[src/hdl/tsm3_pkg.sv]
package tsm3_pkg;

    localparam int MAX_WIDTH  = 1024;
    localparam int MAX_HEIGHT = 1024;

    localparam int PIX_W     = 8;
    localparam int THR_W     = 8;
    localparam int CFG_W     = 11;
    localparam int CFG_IDX_W = 2;

    localparam int COL_W = $clog2(MAX_WIDTH);
    localparam int GEO_W = ($clog2(MAX_WIDTH + 2) > $clog2(MAX_HEIGHT + 2)) ?
                           $clog2(MAX_WIDTH + 2) : $clog2(MAX_HEIGHT + 2);
    localparam int DIM_W = (GEO_W > CFG_W) ? GEO_W : CFG_W;

    localparam logic [CFG_IDX_W-1:0] CFG_THRESHOLD    = CFG_IDX_W'(0);
    localparam logic [CFG_IDX_W-1:0] CFG_LINE_WIDTH   = CFG_IDX_W'(1);
    localparam logic [CFG_IDX_W-1:0] CFG_FRAME_HEIGHT = CFG_IDX_W'(2);

    localparam logic [THR_W-1:0] THR_RESET    = THR_W'(30);
    localparam logic [DIM_W-1:0] WIDTH_RESET  = DIM_W'(640);
    localparam logic [DIM_W-1:0] HEIGHT_RESET = DIM_W'(480);
    localparam logic [DIM_W-1:0] DIM_MIN      = DIM_W'(3);

    typedef logic [PIX_W-1:0] t_pix;
    typedef logic [8:0][PIX_W-1:0] t_win;

    typedef struct packed {
        t_pix centre;
        logic border;
        logic last;
    } t_meta;

endpackage

[src/hdl/tsm3_median.sv]
module tsm3_median (
    input  logic             i_clk,
    input  logic             i_rst_n,
    input  logic             i_vld,
    output logic             o_rdy,
    input  tsm3_pkg::t_win   i_win,
    input  tsm3_pkg::t_meta  i_meta,
    output logic             o_vld,
    input  logic             i_rdy,
    output tsm3_pkg::t_pix   o_med,
    output tsm3_pkg::t_meta  o_meta
);

    function automatic tsm3_pkg::t_pix min2(input tsm3_pkg::t_pix a, input tsm3_pkg::t_pix b);
        return (a < b) ? a : b;
    endfunction

    function automatic tsm3_pkg::t_pix max2(input tsm3_pkg::t_pix a, input tsm3_pkg::t_pix b);
        return (a < b) ? b : a;
    endfunction

    function automatic tsm3_pkg::t_pix med3(input tsm3_pkg::t_pix a, input tsm3_pkg::t_pix b,
                                            input tsm3_pkg::t_pix c);
        return max2(min2(a, b), min2(max2(a, b), c));
    endfunction

    // lo, mid, hi of each row
    logic [2:0][2:0][tsm3_pkg::PIX_W-1:0] r_c_srt;
    logic                                 r_c_vld;
    tsm3_pkg::t_meta                      r_c_meta;

    tsm3_pkg::t_pix  r_d_mx;
    tsm3_pkg::t_pix  r_d_md;
    tsm3_pkg::t_pix  r_d_mn;
    logic            r_d_vld;
    tsm3_pkg::t_meta r_d_meta;

    tsm3_pkg::t_pix  r_e_med;
    logic            r_e_vld;
    tsm3_pkg::t_meta r_e_meta;

    logic c_free;
    logic d_free;
    logic e_free;

    assign e_free = !r_e_vld || i_rdy;
    assign d_free = !r_d_vld || e_free;
    assign c_free = !r_c_vld || d_free;
    assign o_rdy  = c_free;

    always_ff @(posedge i_clk) begin
        if (!i_rst_n) begin
            r_c_vld <= 1'b0;
            r_d_vld <= 1'b0;
            r_e_vld <= 1'b0;
        end else begin
            if (c_free) begin
                r_c_vld <= i_vld;
            end
            if (d_free) begin
                r_d_vld <= r_c_vld;
            end
            if (e_free) begin
                r_e_vld <= r_d_vld;
            end
        end
    end

    always_ff @(posedge i_clk) begin
        if (c_free) begin
            for (int r = 0; r < 3; r++) begin
                r_c_srt[r][0] <= min2(min2(i_win[3*r], i_win[3*r+1]), i_win[3*r+2]);
                r_c_srt[r][1] <= med3(i_win[3*r], i_win[3*r+1], i_win[3*r+2]);
                r_c_srt[r][2] <= max2(max2(i_win[3*r], i_win[3*r+1]), i_win[3*r+2]);
            end
            r_c_meta <= i_meta;
        end
        if (d_free) begin
            r_d_mx   <= max2(max2(r_c_srt[0][0], r_c_srt[1][0]), r_c_srt[2][0]);
            r_d_md   <= med3(r_c_srt[0][1], r_c_srt[1][1], r_c_srt[2][1]);
            r_d_mn   <= min2(min2(r_c_srt[0][2], r_c_srt[1][2]), r_c_srt[2][2]);
            r_d_meta <= r_c_meta;
        end
        if (e_free) begin
            r_e_med  <= med3(r_d_mx, r_d_md, r_d_mn);
            r_e_meta <= r_d_meta;
        end
    end

    assign o_vld  = r_e_vld;
    assign o_med  = r_e_med;
    assign o_meta = r_e_meta;

endmodule

[config.mk]
export PLATFORM = sky130hd
export DESIGN_NAME = tsm3_median
export DESIGN_NICKNAME = d
export VERILOG_FILES = /design/src/hdl/tsm3_pkg.sv /design/src/hdl/tsm3_median.sv
export SDC_FILE = /design/constraint.sdc
export NUM_CORES = 1
export LEC_CHECK = 0
export BUFFER_PORTS_ARGS = -buffer_cell sky130_fd_sc_hd__buf_2
export CAP_MARGIN = 20
export CORE_AREA = 2 2 179 181
export DETAILED_ROUTE_END_ITERATION = 8
export DIE_AREA = 0 0 181 183
export HOLD_SLACK_MARGIN = 0.1
export SLEW_MARGIN = 25
export SYNTH_ARGS = -nofsm -noshare
export SYNTH_HDL_FRONTEND = slang
export SYNTH_SLANG_ARGS = --single-unit
[constraint.sdc]
create_clock -name i_clk -period 7.05 [get_ports i_clk]
set_clock_uncertainty 0.1 [all_clocks]
set_input_delay 0.3525 -clock i_clk [delete_from_list [all_inputs] [get_ports i_clk]]
set_output_delay 0.3525 -clock i_clk [all_outputs]
set_load 0.005 [all_outputs]
==> flow_summary_export.csv, run 1 <==
group,metric,value,unit
outcome,status,"complete, no violations",
worst_setup_path,crit_path_max_fanout,25,
layout,final_common_cell,"ha_1",
grt,grt_pass1_vias,8057,
detailed_routing,wirelength,25000,um
layout,finalInstanceArea,12500,sq um
clock_network,clk_pin_slew,60,ps
sta,period_share,89.2,%
detailed_routing,drtIter0Drc,614,
yosys,synth_nets,1328,
grt,busiest_layer,"met2",
sta,final_max_slew_viol_count,0,
grt,grt_pass1_wl,40300,um
clock_network,h-tree-depth,4,
worst_setup_path,start_kind,"input pin",
detailed_routing,vias,8273,
placement,place.gp.congestion,0.868,
detailed_routing,drc,0,
layout,regArea,4080,sq um
grt,overflow,0,
sta,rsz0062_at_grt,"false",
grt,gr-usage-met3,2.58,%
yosys,synthArstFlopShare,0,%
clock_network,clock_sinks,137,
layout,final_nets,1448,
sta,timing.final.ws_setup,762,ps
placement,dp.cells,1580,
layout,drive_above_1_share,17.8,%
clock_network,cts_setup_buffers,0,
detailed_routing,ant_nets,0,
yosys,synth.top_cells.by_area,"edfxtp_1 (37%), ha_1 (18%), mux2i_1 (6.4%)",
worst_setup_path,required,7120,ps
detailed_routing,via_per_inst,5.10,
grt,use_met1,19.6,%
clock_network,cts_tree,"yes",
layout,multi_input_area,6110,sq um
flow_run,drv_cap,0,
yosys,synthCells,1088,
floorplanning,initial_core_util,34.5,%
worst_hold_path,min_path_type,"in2reg",
floorplanning,die_y,183,um
grt,grt_usage,15.3,%
yosys,synth.distinct_cells,63,
power_and_ir_drop,p_per_area,470,nW/um^2
yosys,ys_seq_elements,137,
yosys,syn_area_per_cell,9.92,sq um
placement,preCtsSetupSlack,428,ps
floorplanning,rows,65,
sta,max_freq,159,MHz
worst_setup_path,cp-end-kind,"flip-flop",
sta,tightest_slew,929,ps
floorplanning,die_area,33100,sq um
grt,grt_util_met2,26.5,%
yosys,synth_edf_count,134,
sta,tns,0,ps
sta,finalSetupViolations,0,
layout,fin_cells,1623,
sta,fin_crit,6290,ps
clock_network,root_buffer,"clkbuf_16",
sta,hold_viol,0,
floorplanning,fp.coreArea,31200,sq um
floorplanning,ios,106,
layout,final_cell_mix,"ha_1 (154), inv_1 (135), edfxtp_1 (134)",
power_and_ir_drop,ir_drop,0.294,mV
clock_network,cts.path.max_buffers,2,
layout,area.growth.synth_to_final,16.0,%
yosys,yosysSeqAreaShare,37.9,%
detailed_routing,routedWlPerCell,15.4,um
placement,post_dp_cell_area,11800,sq um
worst_setup_path,worstPathArrival,6360,ps
power_and_ir_drop,report.power.total,5880,uW
placement,port_buffers,105,
clock_network,numCtsBuffers,17,
sta,slew_headroom,38.1,%
layout,antenna_cells,0,
floorplanning,die_w,181,um
placement,hpwl,20400,um
layout,num-fill-cells,3100,
clock_network,clock_latency,420,ps
detailed_routing,first_pass_iters,5,
yosys,synth_flop_cell,"edfxtp_1",
grt,grt_max_degree,74,
grt,antenna_found_initial,0,
yosys,syn_area,10800,sq um
yosys,synth_top_area_cell,"edfxtp_1",
power_and_ir_drop,p_leak,0.00586,uW
yosys,netlist.area_leader.share,37.3,%
yosys,yosysWarnings,0,
worst_setup_path,path_class,"in2reg",
## layer usage
layer / share of wire [%] / vias to the layer above
met5: 0 / -
met4: 1.8 / 0
met3: 3.7 / 33
met2: 48 / 166
met1: 47 / 3836
li1: - / 4238
## cell families (layout without fill, tap and decap cells)
family | after synthesis | after routing | share of synthesized area, %
AO/OA/AOI/OAI | 277 | 277 | 16.4
flip-flops | 137 | 137 | 37.9
AND/OR/NAND/NOR | 235 | 235 | 9.76
buffers and inverters | 159 | 292 | 5.78
adder cells (fa/ha/maj) | 154 | 154 | 17.9
multiplexers | 126 | 126 | 12.4
## cell type report
| type | count | area share, % |
|---|---|---|
| inverters | 135 | 4.05 |
| well taps | 402 | 4.02 |
| multi-input cells | 792 | 48.8 |
| clock inverters | 15 | 1.45 |
| flip-flops and latches | 137 | 32.6 |
| repair buffers | 125 | 5.62 |
| clock buffers | 17 | 3.40 |
## critical path: stages
cell	delay [ps]
buf_2	120
ha_1	310
a21oi_1	190
o211ai_1	200
nor2_1	630
mux2_2	440
ha_1	290
a211oi_1	220
o21bai_1	200
nor4b_1	440
o21ai_0	260
o21ai_4	320
mux2i_1	320
ha_1	280
a21o_1	160
a21o_1	170
a221oi_1	400
nor2b_1	220
a32oi_2	320
mux2i_1	210
o221a_2	290
## cells in the mapped netlist (3+ instances only)
master     instances
or2_2              3
nor2b_1            9
a211oi_1          15
a21oi_1           76
o31ai_1            4
o21ai_0           91
o21a_1            10
o21ai_1            5
mux2i_1           69
and3_1             4
edfxtp_1         134
a221oi_1           4
clkbuf_1           9
a211o_1            4
nor2_1            81
dfxtp_1            3
o2111ai_1          4
a21o_1            23
nand2b_1           8
mux2_2            48
nor3b_1            3
nand3_1            9
o21ai_2            5
buf_2             12
o211ai_1           6
nand4_1           16
o21bai_1           3
nor3_1            11
inv_1            135
mux2_1             8
nand2_1           80
ha_1             154
o31a_1             4
## registers in the layout (all words and copies together), names as in the netlist, 8 cells and up
name      cells
r_c_srt      72
r_c_meta     10
r_d_mn        8
o_med         8
r_d_md        8
o_meta       10
r_d_meta     10
r_d_mx        8
## power breakdown
group | switching (uW) | internal, uW | leakage [uW]
combinational | 2000 | 1490 | 0.00412
sequential | 165 | 1310 | 0.00145
clock | 376 | 537 | 0.000293
## final timing paths
path / startpoint / slack, ps / cells after the start / end
max: i_win[5] / 760 / 21 / r_c_srt[8]$_DFFE_PP_
min: i_vld / 120 / 3 / r_c_vld$_SDFFE_PN0P_
max reg2reg: r_c_srt[9]$_DFFE_PP_ / 1080 / 22 / r_d_md[7]$_DFFE_PP_
min reg2reg: r_c_meta[0]$_DFFE_PP_ / 320 / 0 / r_d_meta[0]$_DFFE_PP_
## timing repair
item / 4_1_cts / 5_1_grt
endpoints found under the hold margin: 12 / 0
setup endpoints to repair: 0 / 0
resized for setup: 0 / 0
hold buffers: 11 / 0
## metrics by stage
step | util [%] | hold slack (ps)
after floorplan | - | 300
after global placement | 37.7 | 301
after detailed placement | 37.7 | 305
after CTS | 40.0 | 121
after global routing | 40.1 | 132
final | 40.1 | 117
No activity file was read; power rests on OpenSTA's default activity.
==> inputs of run 2 (changes only) <==
--- a/config.mk
+++ b/config.mk
@@ -5,11 +5,12 @@
 export SDC_FILE = /design/constraint.sdc
 export NUM_CORES = 1
 export LEC_CHECK = 0
+export ABC_AREA = 1
 export BUFFER_PORTS_ARGS = -buffer_cell sky130_fd_sc_hd__buf_2
 export CAP_MARGIN = 20
-export CORE_AREA = 2 2 179 181
+export CORE_AREA = 2 2 180 182
 export DETAILED_ROUTE_END_ITERATION = 8
-export DIE_AREA = 0 0 181 183
+export DIE_AREA = 0 0 182 184
 export HOLD_SLACK_MARGIN = 0.1
 export SLEW_MARGIN = 25
 export SYNTH_ARGS = -nofsm -noshare
==> constraint.sdc (replaced) <==
create_clock -name i_clk -period 5.8 [get_ports i_clk]
set_clock_uncertainty 0.1 [all_clocks]
set_input_delay 0.29 -clock i_clk [delete_from_list [all_inputs] [get_ports i_clk]]
set_output_delay 0.29 -clock i_clk [all_outputs]
set_load 0.005 [all_outputs]
==> run 2 against run 1 <==
Compared with the run above: cell count increased by 18%; synthesized area increased by 1.1%; setup slack improved by 100 ps; core utilization decreased by 0.14 points; register-to-register slack got worse by 220 ps; cell area increased by 0.18%; critical path depth unchanged; die area increased by 1.1%; worst hold slack improved by 19 ps; flip-flop and latch count unchanged; count of clock-buffer cells in the layout increased by 1; critical path type is now reg2reg.
==> flow_summary_export.csv, run 2 <==
group,metric,value,unit
placement,post_dp_cell_area,11800,sq um
placement,place.gp.congestion,0.873,
yosys,synth.distinct_cells,24,
worst_setup_path,crit_path_max_fanout,31,
worst_setup_path,cp-end-kind,"flip-flop",
yosys,yosysWarnings,0,
detailed_routing,via_per_inst,4.79,
grt,grt_max_degree,83,
sta,tns,0,ps
worst_setup_path,path_class,"reg2reg",
yosys,synth_edf_count,134,
layout,fin_cells,1911,
detailed_routing,first_pass_iters,4,
clock_network,clock_sinks,137,
sta,finalSetupViolations,0,
flow_run,drv_cap,0,
floorplanning,rows,65,
yosys,syn_area,10900,sq um
floorplanning,die_y,184,um
layout,num-fill-cells,3181,
grt,grt_usage,15.3,%
worst_setup_path,required,5860,ps
sta,tightest_slew,1030,ps
grt,overflow,0,
yosys,synth_flop_cell,"edfxtp_1",
clock_network,numCtsBuffers,17,
worst_setup_path,start_kind,"flip-flop",
detailed_routing,drtIter0Drc,587,
floorplanning,initial_core_util,34.8,%
placement,hpwl,20100,um
detailed_routing,ant_nets,0,
floorplanning,die_area,33500,sq um
layout,regArea,4080,sq um
floorplanning,die_w,182,um
yosys,syn_area_per_cell,7.87,sq um
grt,grt_pass1_wl,41100,um
yosys,synth_top_area_cell,"edfxtp_1",
floorplanning,ios,106,
placement,dp.cells,1866,
yosys,netlist.area_leader.share,36.9,%
sta,final_max_slew_viol_count,0,
sta,rsz0062_at_grt,"false",
layout,drive_above_1_share,12.9,%
sta,slew_headroom,30.8,%
layout,largest_reg_flops,72,
layout,multi_input_area,5860,sq um
detailed_routing,drc,0,
yosys,synthArstFlopShare,0,%
layout,area.growth.synth_to_final,14.9,%
grt,grt_pass1_vias,8435,
sta,hold_viol,0,
yosys,yosysSeqAreaShare,37.4,%
worst_hold_path,min_path_type,"in2reg",
layout,finalInstanceArea,12500,sq um
sta,max_freq,203,MHz
yosys,ys_seq_elements,137,
layout,final_nets,1736,
layout,top_register,"r_c_srt",
yosys,yosys-top-cells-count,"nand2_1 (367), inv_1 (213), ha_1 (154), edfxtp_1 (134), a21oi_1 (115)",
clock_network,clock_latency,420,ps
clock_network,root_buffer,"clkbuf_16",
detailed_routing,wirelength,25100,um
clock_network,h-tree-depth,4,
yosys,synthCells,1386,
detailed_routing,routedWlPerCell,13.1,um
worst_setup_path,worstPathArrival,5000,ps
yosys,synth_nets,1626,
floorplanning,fp.coreArea,31400,sq um
sta,period_share,85.1,%
yosys,synth_most_common_cell,"nand2_1",
detailed_routing,vias,9150,
layout,final_cell_mix,"nand2_1 (366), inv_1 (213), ha_1 (154)",
layout,final_common_cell,"nand2_1",
sta,fin_crit,4940,ps
clock_network,clk_pin_slew,70,ps
clock_network,cts_tree,"yes",
placement,port_buffers,105,
clock_network,cts.path.max_buffers,2,
grt,antenna_found_initial,0,
layout,antenna_cells,0,
yosys,synth.top_cells.by_area,"edfxtp_1 (37%), ha_1 (18%), nand2_1 (13%)",
outcome,status,"complete, no violations",
[run 2: per-stage QoR]
stage	setup slack (ps)	hold slack, ps	util, %
2_1_floorplan	1520	289	-
3_3_place_gp	875	301	37.6
3_5_place_dp	681	306	37.6
4_1_cts	899	115	39.9
5_1_grt	407	148	39.9
6_report	864	136	39.9
[run 2: timing repair]
| item | in CTS | in global routing |
|---|---|---|
| buffers inserted | 0 | 0 |
| gates resized for setup | 0 | 0 |
| endpoints found under the setup margin | 0 | 0 |
| endpoints found under the hold margin | 14 | 0 |
| hold buffers | 13 | 0 |
[run 2: routing by layer]
metal | part of all wire [%] | up-vias | wire length, um | GRT usage, %
li1 | - | 4838 | - | -
met4 | 1.2 | 0 | 293 | 3.87
met1 | 47 | 4133 | 11700 | 19.9
met3 | 3.2 | 20 | 801 | 2.40
met2 | 49 | 159 | 12300 | 26.5
met5 | 0 | - | 0 | 0
[run 2: cell type report]
cell class                 instances  area share, %
clock buffer                      18           3.50
clock inverter                    14           1.22
inverter                         213           6.38
multi-input combinational       1004           46.7
sequential                       137           32.6
tap                              402           4.01
timing repair buffer             123           5.56
[run 2: cells by family after synthesis]
logic type	count (synthesis)	synth area share (%)
fa+ha+maj	154	17.7
simple gates	581	22.3
flops	137	37.4
buf+inv	245	8.93
compound gates	269	13.7
[run 2: critical path: stages (launching register included)]
cell      delay, ps
edfxtp_1        480
ha_1            350
a21oi_1         150
o21a_1          160
nand2_2         280
o21ai_0         400
ha_1            310
a21oi_1         130
nor2_1           60
a211oi_1        290
nand2_2         230
inv_1           110
nand2_1          50
o21ai_0         110
inv_1            70
ha_1            290
a21oi_1         160
nor2_1           70
a211oi_2        540
nand2_4         150
nand2_1          90
nand2_1          80
[run 2: path summary, 6_finish.rpt]
path,cells past startpoint,slack (ps),start,endpoint
worst max-delay path,21,860,r_c_srt[13]$_DFFE_PP_,r_d_md[2]$_DFFE_PP_
worst min-delay path,3,140,i_win[16],r_c_srt[0]$_DFFE_PP_
worst max register to register,21,860,r_c_srt[13]$_DFFE_PP_,r_d_md[2]$_DFFE_PP_
worst min register to register,0,320,r_d_meta[0]$_DFFE_PP_,o_meta[0]$_DFFE_PP_
Power of run 2 is not shown: default switching activity piles up to over one toggle a cycle in this logic, so the estimate is an artifact.
